<file path="src/rtl/core/pqls_pkg.sv">
// ----------------------------------------------------------------------------
// pqls_pkg
// Shared types, codes and constants of the linear-scan priority queue.
// ----------------------------------------------------------------------------
package pqls_pkg;

   // default number of entries
   localparam int DEPTH_DEFAULT = 16;

   // field widths of the request and response transfers
   localparam int OP_W   = 2;
   localparam int DATA_W = 32;
   localparam int STAT_W = 2;
   localparam int SLOT_W = 4;
   localparam int OCC_W  = 5;

   // operation codes; code 3 is unused and does nothing
   typedef enum logic [OP_W-1:0] {
      OP_ENQUEUE = 2'd0,
      OP_DEQUEUE = 2'd1,
      OP_PEEK    = 2'd2
   } op_type;

   // response status codes
   typedef enum logic [STAT_W-1:0] {
      ST_OK    = 2'd0,
      ST_EMPTY = 2'd1,
      ST_FULL  = 2'd2
   } status_type;

   // one stored entry
   typedef struct packed {
      logic signed [DATA_W-1:0] value;
      logic signed [DATA_W-1:0] prio;
   } entry_type;

   // commands from the controller to the datapath
   typedef struct packed {
      logic       enq;
      logic       scan_start;
      logic       scan_rd;
      logic       shift_start;
      logic       shift_rd;
      logic       dec;
      logic       rsp_load;
      logic       rsp_found;
      status_type rsp_status;
   } cmd_type;

   // status from the datapath to the controller
   typedef struct packed {
      logic full;
      logic empty;
      logic idx_last;
      logic best_last;
      logic rsp_busy;
   } stat_type;

endpackage

</file>
<file path="src/rtl/core/pqls_channels.sv">
// ----------------------------------------------------------------------------
// pqls channels
// Valid/ready channel interfaces for the request and response transfers.
// ----------------------------------------------------------------------------
interface pqls_req_if;
   logic                                valid;
   logic                                ready;
   logic [pqls_pkg::OP_W-1:0]           operation;
   logic signed [pqls_pkg::DATA_W-1:0]  item_value;
   logic signed [pqls_pkg::DATA_W-1:0]  item_priority;

   modport source (output valid, operation, item_value, item_priority, input ready);
   modport sink   (input valid, operation, item_value, item_priority, output ready);
endinterface

interface pqls_rsp_if;
   logic                                valid;
   logic                                ready;
   logic [pqls_pkg::STAT_W-1:0]         status;
   logic signed [pqls_pkg::DATA_W-1:0]  out_value;
   logic signed [pqls_pkg::DATA_W-1:0]  out_priority;
   logic [pqls_pkg::SLOT_W-1:0]         out_slot;
   logic [pqls_pkg::OCC_W-1:0]          occupancy;
   logic                                is_empty;

   modport source (output valid, status, out_value, out_priority, out_slot, occupancy,
                   is_empty, input ready);
   modport sink   (input valid, status, out_value, out_priority, out_slot, occupancy,
                   is_empty, output ready);
endinterface

</file>
<file path="src/rtl/core/pqls_ctrl.sv">
// ----------------------------------------------------------------------------
// pqls_ctrl
// Controller: decodes each request and steps the datapath through the scan,
// the shift-down on removal and the response load.
// ----------------------------------------------------------------------------
module pqls_ctrl (
   input  logic                      clock,
   input  logic                      reset,
   input  logic                      req_valid,
   input  logic [pqls_pkg::OP_W-1:0] req_operation,
   output logic                      req_ready,
   input  pqls_pkg::stat_type        stat,
   output pqls_pkg::cmd_type         cmd
);
   import pqls_pkg::*;

   typedef enum logic [2:0] {
      S_IDLE,
      S_SCAN,
      S_SCAN_LAST,
      S_DEQ_SETUP,
      S_SHIFT,
      S_SHIFT_LAST,
      S_RESULT
   } state_type;

   state_type  state_ff, state_in;
   logic       deq_ff, deq_in;
   logic       found_ff, found_in;
   status_type status_ff, status_in;

   // next state and commands
   always_comb begin
      cmd            = '0;
      cmd.rsp_found  = found_ff;
      cmd.rsp_status = status_ff;
      state_in       = state_ff;
      deq_in         = deq_ff;
      found_in       = found_ff;
      status_in      = status_ff;
      req_ready      = (state_ff == S_IDLE);
      unique case (state_ff)
         S_IDLE: begin
            if (req_valid) begin
               found_in  = 1'b0;
               status_in = ST_OK;
               deq_in    = (req_operation == OP_DEQUEUE);
               state_in  = S_RESULT;
               unique case (req_operation)
                  OP_ENQUEUE: begin
                     if (stat.full) begin
                        status_in = ST_FULL;
                     end else begin
                        cmd.enq = 1'b1;
                     end
                  end
                  OP_DEQUEUE, OP_PEEK: begin
                     if (stat.empty) begin
                        status_in = ST_EMPTY;
                     end else begin
                        cmd.scan_start = 1'b1;
                        state_in       = S_SCAN;
                     end
                  end
                  default: begin
                     status_in = ST_OK;
                  end
               endcase
            end
         end
         S_SCAN: begin
            cmd.scan_rd = 1'b1;
            if (stat.idx_last) begin
               state_in = S_SCAN_LAST;
            end
         end
         S_SCAN_LAST: begin
            found_in = 1'b1;
            state_in = deq_ff ? S_DEQ_SETUP : S_RESULT;
         end
         S_DEQ_SETUP: begin
            if (stat.best_last) begin
               cmd.dec  = 1'b1;
               state_in = S_RESULT;
            end else begin
               cmd.shift_start = 1'b1;
               state_in        = S_SHIFT;
            end
         end
         S_SHIFT: begin
            cmd.shift_rd = 1'b1;
            if (stat.idx_last) begin
               state_in = S_SHIFT_LAST;
            end
         end
         S_SHIFT_LAST: begin
            cmd.dec  = 1'b1;
            state_in = S_RESULT;
         end
         S_RESULT: begin
            if (!stat.rsp_busy) begin
               cmd.rsp_load = 1'b1;
               state_in     = S_IDLE;
            end
         end
         default: begin
            state_in = S_IDLE;
         end
      endcase
   end

   // state and registered decode
   always_ff @(posedge clock) begin
      if (reset) begin
         state_ff  <= S_IDLE;
         deq_ff    <= 1'b0;
         found_ff  <= 1'b0;
         status_ff <= ST_OK;
      end else begin
         state_ff  <= state_in;
         deq_ff    <= deq_in;
         found_ff  <= found_in;
         status_ff <= status_in;
      end
   end

endmodule

</file>
<file path="src/rtl/core/pqls_datapath.sv">
// ----------------------------------------------------------------------------
// pqls_datapath
// Entry memory, fill count, scan comparator with best-entry registers,
// shift-down write path and the response register.
// ----------------------------------------------------------------------------
module pqls_datapath #(
   parameter int DEPTH = pqls_pkg::DEPTH_DEFAULT
) (
   input  logic                                clock,
   input  logic                                reset,
   input  logic signed [pqls_pkg::DATA_W-1:0]  req_value,
   input  logic signed [pqls_pkg::DATA_W-1:0]  req_prio,
   input  pqls_pkg::cmd_type                   cmd,
   output pqls_pkg::stat_type                  stat,
   input  logic                                rsp_ready,
   output logic                                rsp_valid,
   output logic [pqls_pkg::STAT_W-1:0]         rsp_status,
   output logic signed [pqls_pkg::DATA_W-1:0]  rsp_value,
   output logic signed [pqls_pkg::DATA_W-1:0]  rsp_prio,
   output logic [pqls_pkg::SLOT_W-1:0]         rsp_slot,
   output logic [pqls_pkg::OCC_W-1:0]          rsp_occupancy,
   output logic                                rsp_is_empty
);
   import pqls_pkg::*;

   localparam int IDX_W = $clog2(DEPTH);
   localparam int CNT_W = $clog2(DEPTH + 1);

   entry_type              mem [DEPTH];

   logic [CNT_W-1:0]       count_ff, count_in;
   logic [IDX_W-1:0]       idx_ff, idx_in;
   entry_type              rd_data_ff;
   logic                   cmp_vld_ff;
   logic [IDX_W-1:0]       cmp_slot_ff;
   logic                   wr_pend_ff;
   logic [IDX_W-1:0]       wr_addr_ff;
   entry_type              best_ff;
   logic [IDX_W-1:0]       best_slot_ff;
   logic                   rsp_valid_ff;
   status_type             rsp_status_ff;
   entry_type              rsp_entry_ff;
   logic [IDX_W-1:0]       rsp_slot_ff;
   logic [CNT_W-1:0]       rsp_count_ff;

   logic [CNT_W-1:0]       last_slot;
   logic                   better;
   logic                   rd_en;
   logic                   wr_en;
   logic [IDX_W-1:0]       wr_addr;
   entry_type              wr_data;

   assign last_slot = count_ff - CNT_W'(1);
   assign rd_en     = cmd.scan_rd | cmd.shift_rd;

   // status to the controller
   assign stat.full      = (count_ff == CNT_W'(DEPTH));
   assign stat.empty     = (count_ff == '0);
   assign stat.idx_last  = (CNT_W'(idx_ff) == last_slot);
   assign stat.best_last = (CNT_W'(best_slot_ff) == last_slot);
   assign stat.rsp_busy  = rsp_valid_ff & ~rsp_ready;

   // candidate beats best: higher priority, then larger value
   assign better = (rd_data_ff.prio > best_ff.prio) ||
                   ((rd_data_ff.prio == best_ff.prio) && (rd_data_ff.value > best_ff.value));

   // single write port: append on enqueue, shift-down on removal
   always_comb begin
      wr_en   = 1'b0;
      wr_addr = wr_addr_ff;
      wr_data = rd_data_ff;
      if (cmd.enq) begin
         wr_en         = 1'b1;
         wr_addr       = count_ff[IDX_W-1:0];
         wr_data.value = req_value;
         wr_data.prio  = req_prio;
      end else if (wr_pend_ff) begin
         wr_en = 1'b1;
      end
   end

   // fill count and address counter
   always_comb begin
      count_in = count_ff;
      idx_in   = idx_ff;
      if (cmd.enq) begin
         count_in = count_ff + CNT_W'(1);
      end else if (cmd.dec) begin
         count_in = count_ff - CNT_W'(1);
      end
      priority if (cmd.scan_start) begin
         idx_in = '0;
      end else if (cmd.shift_start) begin
         idx_in = best_slot_ff + IDX_W'(1);
      end else if (rd_en) begin
         idx_in = idx_ff + IDX_W'(1);
      end
   end

   // entry memory, registered read
   always_ff @(posedge clock) begin
      if (wr_en) begin
         mem[wr_addr] <= wr_data;
      end
      if (rd_en) begin
         rd_data_ff <= mem[idx_ff];
      end
   end

   // control registers
   always_ff @(posedge clock) begin
      if (reset) begin
         count_ff     <= '0;
         cmp_vld_ff   <= 1'b0;
         wr_pend_ff   <= 1'b0;
         rsp_valid_ff <= 1'b0;
      end else begin
         count_ff   <= count_in;
         cmp_vld_ff <= cmd.scan_rd;
         wr_pend_ff <= cmd.shift_rd;
         if (cmd.rsp_load) begin
            rsp_valid_ff <= 1'b1;
         end else if (rsp_ready) begin
            rsp_valid_ff <= 1'b0;
         end
      end
   end

   // address counter, scan tracking and response payload
   always_ff @(posedge clock) begin
      idx_ff      <= idx_in;
      cmp_slot_ff <= idx_ff;
      wr_addr_ff  <= idx_ff - IDX_W'(1);
      if (cmp_vld_ff && ((cmp_slot_ff == '0) || better)) begin
         best_ff      <= rd_data_ff;
         best_slot_ff <= cmp_slot_ff;
      end
      if (cmd.rsp_load) begin
         rsp_status_ff <= cmd.rsp_status;
         rsp_count_ff  <= count_ff;
         if (cmd.rsp_found) begin
            rsp_entry_ff <= best_ff;
            rsp_slot_ff  <= best_slot_ff;
         end else begin
            rsp_entry_ff <= '0;
            rsp_slot_ff  <= '0;
         end
      end
   end

   assign rsp_valid     = rsp_valid_ff;
   assign rsp_status    = rsp_status_ff;
   assign rsp_value     = rsp_entry_ff.value;
   assign rsp_prio      = rsp_entry_ff.prio;
   assign rsp_slot      = SLOT_W'(rsp_slot_ff);
   assign rsp_occupancy = OCC_W'(rsp_count_ff);
   assign rsp_is_empty  = (rsp_count_ff == '0);

   // fill count stays within the store
   a_count_range : assert property (@(posedge clock) disable iff (reset)
      count_ff <= CNT_W'(DEPTH))
      else $error("entry count beyond depth");

   // no append into a full store
   a_enq_not_full : assert property (@(posedge clock) disable iff (reset)
      cmd.enq |-> !stat.full)
      else $error("enqueue write while full");

   // response register is never overwritten while its transfer is pending
   a_rsp_no_overrun : assert property (@(posedge clock) disable iff (reset)
      cmd.rsp_load |-> !(rsp_valid_ff && !rsp_ready))
      else $error("response overwritten before transfer");

   // scan compare and shift write never share the read data
   a_rd_exclusive : assert property (@(posedge clock) disable iff (reset)
      !(cmp_vld_ff && wr_pend_ff))
      else $error("scan and shift overlap");

   // a removal takes exactly one entry away
   a_dec_one : assert property (@(posedge clock) disable iff (reset)
      cmd.dec |=> count_ff == $past(count_ff) - CNT_W'(1))
      else $error("removal did not reduce count by one");

endmodule

</file>
<file path="src/rtl/core/priority_queue_linear_scan.sv">
// ----------------------------------------------------------------------------
// priority_queue_linear_scan
// Unsorted array priority queue with a single-comparator linear scan.
// ----------------------------------------------------------------------------
// Entries sit in one memory in arrival order. An enqueue goes straight from
// request transfer to response load, as do empty, full and unused requests.
// A peek scans the entries held, reading one entry per cycle through the
// memory's single read port into one comparator. A dequeue then moves the
// entries after the slot removed down one per cycle through the same read
// port and the single write port; removing the last entry moves nothing.
// A new request is taken once the previous response is in the output
// register, so a waiting response does not hold up the next item's work.
module priority_queue_linear_scan #(
   parameter int DEPTH = pqls_pkg::DEPTH_DEFAULT
) (
   input  logic       clock,
   input  logic       reset,
   pqls_req_if.sink   req_ch,
   pqls_rsp_if.source rsp_ch
);
   import pqls_pkg::*;

   cmd_type  cmd;
   stat_type stat;

   // controller
   pqls_ctrl u_ctrl (
      .clock         (clock),
      .reset         (reset),
      .req_valid     (req_ch.valid),
      .req_operation (req_ch.operation),
      .req_ready     (req_ch.ready),
      .stat          (stat),
      .cmd           (cmd)
   );

   // datapath
   pqls_datapath #(
      .DEPTH (DEPTH)
   ) u_datapath (
      .clock         (clock),
      .reset         (reset),
      .req_value     (req_ch.item_value),
      .req_prio      (req_ch.item_priority),
      .cmd           (cmd),
      .stat          (stat),
      .rsp_ready     (rsp_ch.ready),
      .rsp_valid     (rsp_ch.valid),
      .rsp_status    (rsp_ch.status),
      .rsp_value     (rsp_ch.out_value),
      .rsp_prio      (rsp_ch.out_priority),
      .rsp_slot      (rsp_ch.out_slot),
      .rsp_occupancy (rsp_ch.occupancy),
      .rsp_is_empty  (rsp_ch.is_empty)
   );

endmodule

</file>
<file path="src/flat_wrapper.sv">
// flat-port wrapper written by rule: the top's interface ports become plain ports
module priority_queue_linear_scan_flat import pqls_pkg::*;
#(
   parameter int DEPTH = pqls_pkg::DEPTH_DEFAULT
)
  (clock, reset, req_ch_valid, req_ch_operation, req_ch_item_value, req_ch_item_priority, req_ch_ready, rsp_ch_valid, rsp_ch_status, rsp_ch_out_value, rsp_ch_out_priority, rsp_ch_out_slot, rsp_ch_occupancy, rsp_ch_is_empty, rsp_ch_ready);
  pqls_req_if req_ch_i ();
  pqls_rsp_if rsp_ch_i ();
  input  logic clock;
  input  logic reset;
  input wire logic [$bits(req_ch_i.valid)-1:0] req_ch_valid;
  input wire logic [$bits(req_ch_i.operation)-1:0] req_ch_operation;
  input wire logic [$bits(req_ch_i.item_value)-1:0] req_ch_item_value;
  input wire logic [$bits(req_ch_i.item_priority)-1:0] req_ch_item_priority;
  output wire logic [$bits(req_ch_i.ready)-1:0] req_ch_ready;
  output wire logic [$bits(rsp_ch_i.valid)-1:0] rsp_ch_valid;
  output wire logic [$bits(rsp_ch_i.status)-1:0] rsp_ch_status;
  output wire logic [$bits(rsp_ch_i.out_value)-1:0] rsp_ch_out_value;
  output wire logic [$bits(rsp_ch_i.out_priority)-1:0] rsp_ch_out_priority;
  output wire logic [$bits(rsp_ch_i.out_slot)-1:0] rsp_ch_out_slot;
  output wire logic [$bits(rsp_ch_i.occupancy)-1:0] rsp_ch_occupancy;
  output wire logic [$bits(rsp_ch_i.is_empty)-1:0] rsp_ch_is_empty;
  input wire logic [$bits(rsp_ch_i.ready)-1:0] rsp_ch_ready;
  assign req_ch_i.valid = req_ch_valid;
  assign req_ch_i.operation = req_ch_operation;
  assign req_ch_i.item_value = req_ch_item_value;
  assign req_ch_i.item_priority = req_ch_item_priority;
  assign req_ch_ready = req_ch_i.ready;
  assign rsp_ch_valid = rsp_ch_i.valid;
  assign rsp_ch_status = rsp_ch_i.status;
  assign rsp_ch_out_value = rsp_ch_i.out_value;
  assign rsp_ch_out_priority = rsp_ch_i.out_priority;
  assign rsp_ch_out_slot = rsp_ch_i.out_slot;
  assign rsp_ch_occupancy = rsp_ch_i.occupancy;
  assign rsp_ch_is_empty = rsp_ch_i.is_empty;
  assign rsp_ch_i.ready = rsp_ch_ready;
  priority_queue_linear_scan #(.DEPTH(DEPTH)) u_core (.clock(clock), .reset(reset), .req_ch(req_ch_i), .rsp_ch(rsp_ch_i));
endmodule
</file>
<file path="config.mk">
export PLATFORM = sky130hd
export DESIGN_NAME = priority_queue_linear_scan_flat
export DESIGN_NICKNAME = d
export VERILOG_FILES = /design/src/rtl/core/pqls_pkg.sv /design/src/rtl/core/pqls_channels.sv /design/src/rtl/core/pqls_ctrl.sv /design/src/rtl/core/pqls_datapath.sv /design/src/rtl/core/priority_queue_linear_scan.sv /design/src/flat_wrapper.sv
export SDC_FILE = /design/constraint.sdc
export NUM_CORES = 1
export LEC_CHECK = 0
export BUFFER_PORTS_ARGS = -buffer_cell sky130_fd_sc_hd__buf_4
export CAP_MARGIN = 40
export CORE_MARGIN = 5
export CORE_UTILIZATION = 40
export CTS_CLUSTER_DIAMETER = 80
export CTS_CLUSTER_SIZE = 8
export DETAILED_ROUTE_END_ITERATION = 7
export HOLD_SLACK_MARGIN = 0.05
export PLACE_DENSITY = 0.52
export SLEW_MARGIN = 20
export SYNTH_ARGS = -nofsm -noshare
export SYNTH_HDL_FRONTEND = slang
export SYNTH_SLANG_ARGS = --single-unit
</file>
<file path="constraint.sdc">
create_clock -name clock -period 16.9 [get_ports clock]
set_input_delay 0 -clock clock [delete_from_list [all_inputs] [get_ports clock]]
set_output_delay 0 -clock clock [all_outputs]
set_load 0.1 [all_outputs]
</file>
### Word level (Yosys, flattened, before mapping)

Memory sizes are Yosys's and may differ from the RTL's. A register that Yosys moved wholly into a read port is not among the register bits.
Index checks and enable logic that the tools add are counted.

| cells by class | value |
|---|---|
| bitwise operators | 3 |
| add/sub/neg operators | 5 |
| muxes and demuxes | 40 |
| equal/unequal tests | 16 |
| reductions and logical operators | 17 |
| $lt $le $gt $ge | 2 |

Operators with widths:

| kind | count |
|---|---|
| 32-bit greater-than comparator | 2 |
| 64-bit 2-to-1 mux | 1 |
| 32-bit == test | 1 |
| 3-bit 2-to-1 mux | 7 |
| 3-bit one-hot mux with 7 select lines | 1 |
| 1-bit 2-to-1 mux | 19 |
| 4-bit 2-to-1 mux | 3 |
| 4-bit by 5-bit == test with 1-bit output | 2 |
| 5-bit logical NOT | 2 |
| 5-bit 2-to-1 mux | 2 |
| 3-bit == test, second input constant | 3 |
| 4-bit by 1-bit adder with 4-bit output, second input constant | 2 |
| 2-bit 2-to-1 mux | 4 |
| 2-bit nonzero test | 4 |
| 3-bit by 2-bit == test with 1-bit output, second input constant | 2 |
| 5-bit by 1-bit adder with 5-bit output, second input constant | 1 |
| 5-bit == test, second input constant | 1 |
| 5-bit by 1-bit subtractor with 5-bit output, second input constant | 1 |
| 4-bit logical NOT | 1 |
| 2-bit by 1-bit != test with 1-bit output, second input constant | 2 |
| 2-bit != test, second input constant | 2 |
| 1-bit one-hot mux with 2 select lines | 2 |
| 2-bit one-hot mux with 2 select lines | 1 |
| 2-bit AND reduction | 2 |
| 13 further kinds | 15 |

| word-level totals | value |
|---|---|
| RAM bits | 1024 |
| memories kept | 1 |
| input bits | 70 |
| output and inout bits | 78 |
| register bits | 170 |

Memories:

| memory | words | bits a word | rd ports | clocked after memory_dff | write ports | line | source |
|---|---|---|---|---|---|---|---|
| u_core.u_datapath.mem | 16 | 64 | 1 | 1 | 1 | pqls_datapath.sv:29 | `entry_type mem [DEPTH];` |

### Logic depth before layout (Yosys ltp)

Gate-level depths: netlist (run 1).

| depth | value |
|---|---|
| depth after elaboration | 8 |
| mapped depth | 16 |
| gate-level depth less buffers | 13 |

### Cells and area by module

Synthesis (run 1) repeated with hierarchy kept, for this count alone.

| unflattened totals | value |
|---|---|
| cell total of the unflattened synthesis | 2225 |
| area, all modules | 49147.1 µm² |

Modules (own cells, without submodules):

| module | instances | cells each | area each (µm²) |
|---|---|---|---|
| pqls_datapath | 1 | 2154 | 48621.6 |
| pqls_ctrl | 1 | 71 | 525.5 |

### Least setup slack after synthesis (run 1)

Ideal clock, no wire load.

| timing | value |
|---|---|
| kind | register to register |
| start point | register u_core.u_datapath.rd_data_ff[57] (netlist name) |
| end point | register u_core.u_datapath.best_ff[0] in the netlist's numbering, enable pin |
| stages on the path, launching flop included | 8 |
| clock period less this slack | 5.817 ns |
| required time | 16.365 ns |
| buffers on the path | 0 |
| slack | 11.083 ns |
| arrival time | 5.282 ns |
| path through | edfxtp_1 ha_1 a21o_1 a221o_1 a221oi_1 o211ai_1 mux2_2 a31oi_1 |

| between the ends | value |
|---|---|
| word-level cells in the longest chain between the ends | 5 |

Ends and longest elaborated chain:

| what | line | source |
|---|---|---|
| 32-bit greater-than comparator | pqls_datapath.sv:65 | `((rd_data_ff.prio == best_ff.prio) && (rd_data_ff.value > best_ff.value));` |
| 1-bit logical AND | pqls_datapath.sv:65 |  |
| 1-bit logical OR | pqls_datapath.sv:64 | `assign better = (rd_data_ff.prio > best_ff.prio) \|\|` |
| 1-bit logical OR | pqls_datapath.sv:134 | `if (cmp_vld_ff && ((cmp_slot_ff == '0) \|\| better)) begin` |
| 1-bit logical AND | pqls_datapath.sv:134 |  |
| end signal: assignment | pqls_datapath.sv:135 | `best_ff <= rd_data_ff;` |
| end: declaration | pqls_datapath.sv:38 | `entry_type best_ff;` |

No other way between the ends.
A chain may end at the register's enable or synchronous reset.

### Final worst setup path (run 1)

| timing | value |
|---|---|
| start point | register u_core.u_datapath.rd_data_ff[63] (netlist name) |
| end point | register u_core.u_datapath.best_ff[37] in the netlist's numbering, enable pin |

| between the ends | value |
|---|---|
| word-level cells in the longest chain between the ends | 5 |

Ends and longest elaborated chain:

| what | line |
|---|---|
| 32-bit greater-than comparator | pqls_datapath.sv:65 |
| 1-bit logical AND | pqls_datapath.sv:65 |
| 1-bit logical OR | pqls_datapath.sv:64 |
| 1-bit logical OR | pqls_datapath.sv:134 |
| 1-bit logical AND | pqls_datapath.sv:134 |

No other way between the ends.

==> flow_summary_export.csv, run 1 <==
group,metric,value,unit
status,status,"finished, final reports clean",
floorplanning,core_area,121900,sq um
pwr,p_leak,0.01948,uW
finish,antenna_cells,0,
floorplanning,start_util,40.30,%
placed_design,io_buffer_count,147,
clock_network,insertion_delay,0.77,ns
worst_setup_path,crit_type,"reg -> reg",
floorplanning,ioPinCount,148,
placed_design,placed_cell_area,52910,sq um
worst_setup_path,crit_chain,"ha_1, and4_1, nand4_1, nor3_2, o41ai_1, o211ai_1, mux2_2, a31oi_4, buf_4, buf_16",
clock_network,clock_path_buffers,3,
pwr,ir_drop,0.1058,mV
global_route,first_global_vias,25760,
route,dr.pass1.iters,5,
route,vias_per_cell,5.518,
finish,layout-drive-gt1-share,28.04,%
sta,setup_tns,0,ns
clock_network,cts_tree,"done",
floorplanning,rows,128,
route,final_antenna_net_count,0,
clock_network,clock_sinks,1258,
route,wl_per_cell,28.62,um
worst_setup_path,endpoint_kind,"flip-flop",
finish,area_delta_synth_final,19.15,%
clock_network,cts_made_buffers,175,
pwr,cellPowerDensity,160.1,nW/um^2
worst_setup_path,critical_path_required,17.32,ns
sta,maxSlewHeadroom,43.82,%
worst_setup_path,arrival,5.30,ns
logic_synthesis,synth_warnings,0,
clock_network,cts.htree.levels,4,
logic_synthesis,synth_area,49120,sq um
global_route,grt_pass1_wl,182300,um
clock_network,path_clk_slew,0.05,ns
placed_design,gp_congestion,0.7501,
pwr,power,9369,uW
finish,nNetsFinal,2880,
logic_synthesis,synth_seq_area_share,76.36,%
logic_synthesis,async_flop_share,0,%
worst_setup_path,max_stage_delay,0.67,ns
floorplanning,dieArea,129900,sq um
logic_synthesis,syn_avg_cell_area,20.80,sq um
finish,final_cell_mix,"edfxtp_1, mux4_2, nand2_1, buf_4, clkbuf_16",
logic_synthesis,synth_seq_cells,1258,
sta,setup_viol,0,
sta,rsz0062_at_grt,"no",
sta,clock.fmax,204.7,MHz
logic_synthesis,syn_nets,2503,
global_route,grt_use_total,19.38,%
route,drc,0,
finish,final_common_cell,"edfxtp_1",
global_route,overflow,0,
sta,hold_viol,0,
min_path,hp-class,"in -> reg",
sta,slew_violations,0,
floorplanning,die_x,360.4,um
global_route,grt_max_degree,110,
logic_synthesis,synth_flop_cell,"edfxtp_1",
worst_setup_path,worstPathMaxFanout,36,
placed_design,dp_hpwl,70680,um
floorplanning,die_h,360.4,um
flow_run,maxCapViolations,0,
global_route,antenna_found_initial,3,
worst_setup_path,cp_slowest_cell,"nor3_2",
sta,finalClockSkew,0.02692,ns
clock_network,cts-resized-gates,0,
clock_network,cts-root-buf,"clkbuf_16",
route,drt-initial-drc-count,2381,
route,wirelength,126100,um
route,num_vias,24320,
sta,min_period,4.885,ns
finish,final_area,58520,sq um
sta,fin_crit_sh,28.90,%
logic_synthesis,ys_types,57,
sta,tightest_slew,0.8427,ns
worst_setup_path,startpoint_type,"flip-flop",
logic_synthesis,synth-edff-count,1231,
logic_synthesis,synthCells,2361,
synth_stat cells, drive strengths merged, types with 2 or more instances:
| library cell | count | share of area, % |
|---|---|---|
| a211oi | 7 | 0.12 |
| a21o | 9 | 0.14 |
| a21oi | 35 | 0.36 |
| a221oi | 2 | 0.036 |
| a31oi | 8 | 0.10 |
| a41oi | 2 | 0.036 |
| and2 | 73 | 0.93 |
| and3 | 3 | 0.038 |
| and4 | 3 | 0.054 |
| buf | 58 | 0.58 |
| clkbuf | 51 | 0.39 |
| dfxtp | 27 | 1.1 |
| edfxtp | 1231 | 75 |
| ha | 72 | 1.8 |
| inv | 81 | 0.62 |
| mux4 | 320 | 15 |
| nand2 | 215 | 1.6 |
| nand2b | 5 | 0.064 |
| nand3 | 14 | 0.15 |
| nand4 | 17 | 0.22 |
| nor2 | 40 | 0.31 |
| nor2b | 8 | 0.10 |
| nor3 | 14 | 0.15 |
| nor3b | 3 | 0.046 |
| nor4 | 2 | 0.025 |
| nor4b | 2 | 0.036 |
| o211ai | 3 | 0.046 |
| o21ai | 16 | 0.16 |
| o31ai | 2 | 0.059 |
| o41ai | 3 | 0.069 |
| or3 | 2 | 0.025 |
| or4 | 2 | 0.031 |
| xnor2 | 11 | 0.20 |
| xor2 | 6 | 0.11 |
worst max-delay path: cells and delay by family (launching register included):
kind	cells	cell delay (ns)
fa+ha+maj	1	0.50
mux	1	0.42
compound gates	3	1.15
buf+inv	2	0.64
flops	1	0.42
simple gates	3	1.29
metrics by stage:
step	util (%)	setup slack (ns)	std cells	hold WS, ns
after CTS	47.89	11.68	4398	0.1449
after floorplan	-	11.08	2361	0.1896
after global placement	42.96	10.93	4075	0.3087
after detailed placement	43.41	11.74	4103	0.3093
final	48.02	12.02	4407	0.2110
after global routing	48.02	11.87	4407	0.2169
registers in the layout, indices dropped and copies added (netlist names), 4 cells and up:
name	cells
u_core.u_datapath.mem	1024
u_core.u_datapath.best_ff	64
u_core.u_datapath.rd_data_ff	64
u_core.u_datapath.rsp_prio	32
u_core.u_datapath.rsp_value	32
u_core.u_datapath.count_ff	5
u_core.u_datapath.rsp_occupancy	5
u_core.u_datapath.best_slot_ff	4
u_core.u_datapath.cmp_slot_ff	4
u_core.u_datapath.idx_ff	4
u_core.u_datapath.rsp_slot	4
u_core.u_datapath.wr_addr_ff	4
cell families after synthesis:
group | Yosys count | synth area share, %
flip-flops | 1258 | 76.36
AND/OR/NAND/NOR | 405 | 3.852
multiplexers | 322 | 14.72
buffers and inverters | 190 | 1.592
AO/OA/AOI/OAI | 96 | 1.299
adder cells (fa/ha/maj) | 72 | 1.834
XOR/XNOR | 18 | 0.3490
path summary, 6_finish.rpt:
check	start	to	slack, ns	cells after the start
worst max-delay path	u_core.u_datapath.rd_data_ff[63]$_DFFE_PP_	u_core.u_datapath.best_ff[37]$_DFFE_PP_	12.02	10
worst min-delay path	req_ch_valid	u_core.u_ctrl.deq_ff$_SDFFE_PP0P_	0.21	5
worst max register to register	u_core.u_datapath.rd_data_ff[63]$_DFFE_PP_	u_core.u_datapath.best_ff[37]$_DFFE_PP_	12.02	10
worst min register to register	u_core.u_datapath.cmp_slot_ff[2]$_DFF_P_	u_core.u_datapath.best_slot_ff[2]$_DFFE_PP_	0.42	0
area by class of cell:
class                      instances  area, sq um
fill                            9976        63350
sequential                      1258        37520
multi-input combinational        913        11000
clock buffer                     208         4546
timing repair buffer             309         2950
tap                             1625         2033
inverter                          81        304.0
clock inverter                    13        166.4
power breakdown:
| group | switching [uW] | internal, uW |
|---|---|---|
| clock | 1220 | 1860 |
| sequential | 144 | 3960 |
| combinational | 1180 | 996 |
per-layer routing:
layer | wire (um) | GRT usage [%] | share of wire (%) | vias up
met5 | 0 | 0 | 0 | -
met4 | 2248 | 4.768 | 1.8 | 0
met3 | 8272 | 4.180 | 6.6 | 153
met2 | 60450 | 30.93 | 48 | 824
met1 | 55160 | 27.55 | 44 | 13080
li1 | - | - | - | 10260
what timing repair did:
item                                    4_1_cts  5_1_grt
endpoints found under the setup margin        0        0
hold buffers                                 74        0
setup buffers                                 0        0
endpoints found under the hold margin      1067        0
No activity file was read; power rests on OpenSTA's default activity.
==> run 2: changes to the inputs <==
clock period = 5 ns   (was 16.9 ns; I/O delays follow)
==> flow_summary_export.csv, run 2 (synthesized netlist as in run 1, its figures left out) <==
group,metric,value,unit
finish,reg_top3,"u_core.u_datapath.mem: 1024 flops, u_core.u_datapath.best_ff: 64 flops, u_core.u_datapath.rd_data_ff: 64 flops",
worst_setup_path,endpoint_kind,"flip-flop",
route,num_vias,23980,
route,final_antenna_net_count,0,
pwr,p_leak,0.01930,uW
floorplanning,ioPinCount,148,
finish,n_fill_cell,9929,
route,vias_per_cell,5.488,
flow_run,maxCapViolations,0,
floorplanning,die_x,360.4,um
finish,layout-drive-gt1-share,27.56,%
clock_network,cts.htree.levels,4,
worst_setup_path,cp_slowest_cell,"edfxtp_1",
pwr,power,31740,uW
clock_network,insertion_delay,0.74,ns
clock_network,cts-root-buf,"clkbuf_16",
global_route,first_global_vias,25690,
worst_setup_path,startpoint_type,"flip-flop",
sta,setup_tns,0,ns
finish,final_common_cell,"edfxtp_1",
min_path,hp-class,"in -> reg",
sta,clock.fmax,246.7,MHz
floorplanning,rows,128,
worst_setup_path,arrival,4.46,ns
clock_network,cts_made_buffers,175,
finish,final_cell_mix,"edfxtp_1, mux4_2, nand2_1, clkbuf_16, buf_4",
sta,slew_violations,0,
pwr,ir_drop,0.3436,mV
route,dr.pass1.iters,4,
placed_design,gp_congestion,0.7605,
worst_setup_path,critical_path_required,5.40,ns
clock_network,postCtsSetupBuffers,0,
floorplanning,start_util,40.30,%
worst_setup_path,r2r_slack,0.95,ns
sta,finalClockSkew,0.02437,ns
pwr,cellPowerDensity,545.3,nW/um^2
sta,maxSlewHeadroom,47.19,%
worst_setup_path,crit_chain,"ha_1, nand4_1, nor4_1, buf_2, nand3_1, a31oi_1, nand2b_1, mux2_2, a31oi_4, buf_12",
route,drc,0,
finish,area_delta_synth_final,18.51,%
worst_setup_path,worstPathMaxFanout,40,
clock_network,path_clk_slew,0.05,ns
sta,fin_crit_sh,81.05,%
sta,tightest_slew,0.7921,ns
status,status,"finished, final reports clean",
route,drt-initial-drc-count,2180,
global_route,grt_pass1_wl,181900,um
global_route,overflow,0,
route,wirelength,123800,um
global_route,grt_use_total,19.15,%
placed_design,io_buffer_count,147,
worst_setup_path,crit_type,"reg -> reg",
sta,rsz0062_at_grt,"no",
clock_network,clock_path_buffers,3,
floorplanning,core_area,121900,sq um
route,wl_per_cell,28.35,um
floorplanning,dieArea,129900,sq um
sta,min_period,4.053,ns
clock_network,cts-resized-gates,0,
global_route,antenna_found_initial,2,
clock_network,clock_sinks,1258,
placed_design,dp_hpwl,68640,um
sta,setup_viol,0,
clock_network,holdBufCountCts,61,
finish,nNetsFinal,2847,
global_route,grt_max_degree,70,
finish,largest_reg_flops,1024,
worst_setup_path,max_stage_delay,0.47,ns
floorplanning,die_h,360.4,um
finish,regMostFlops,"u_core.u_datapath.mem",
clock_network,cts_tree,"done",
sta,hold_viol,0,
[run 2: cell type report]
| type | count | area, sq um | share of cell area (%) |
|---|---|---|---|
| multi-input combinational | 913 | 11000 | 18.89 |
| clock inverter | 8 | 70.07 | 0.1204 |
| antenna | 1 | 2.502 | 0.004299 |
| tap | 1625 | 2033 | 3.493 |
| timing repair buffer | 276 | 2698 | 4.634 |
| inverter | 81 | 304.0 | 0.5223 |
| clock buffer | 207 | 4584 | 7.876 |
| sequential | 1258 | 37520 | 64.46 |
[run 2: layer usage]
metal	GRT usage, %	wire [um]	vias up
met5	0	0	-
met3	3.235	5928	153
met4	4.544	2246	0
li1	-	-	10190
met1	27.53	55420	12970
met2	31.00	60240	659
[run 2: path summary, 6_finish.rpt]
path,start,to,cells after the start
min,req_ch_item_priority[12],u_core.u_datapath.mem[1][12]$_DFFE_PP_,3
min reg2reg,u_core.u_datapath.cmp_slot_ff[0]$_DFF_P_,u_core.u_datapath.best_slot_ff[0]$_DFFE_PP_,0
max reg2reg,u_core.u_datapath.rd_data_ff[31]$_DFFE_PP_,u_core.u_datapath.best_ff[56]$_DFFE_PP_,10
max,u_core.u_datapath.rd_data_ff[31]$_DFFE_PP_,u_core.u_datapath.best_ff[56]$_DFFE_PP_,10
[run 2: power breakdown]
group / switching (uW) / total, uW / internal [uW]
sequential: 560 / 14000 / 13400
clock: 4040 / 10300 / 6310
combinational: 4120 / 7440 / 3320
total: 8720 / 31700 / 23000
[run 2: critical path, delay by kind of cell, from the launching register on]
kind	cells	cell delay [ns]
buf+inv	2	0.57
flops	1	0.47
simple gates	4	1.13
compound gates	2	0.71
mux	1	0.32
fa+ha+maj	1	0.45
[run 2: through the flow]
step	setup WS [ns]	instances	area, sq um	utilization (%)	hold WS, ns
finish	0.9473	4369	58210	47.76	0.09444
detailed placement	0.7969	4091	52920	43.42	0.3233
global route	0.6946	4368	58210	47.76	0.08759
floorplan	-0.8030	2361	49150	-	0.1896
CTS	0.7830	4367	58180	47.74	0.05015
global placement	0.2340	4078	52740	43.27	0.3217
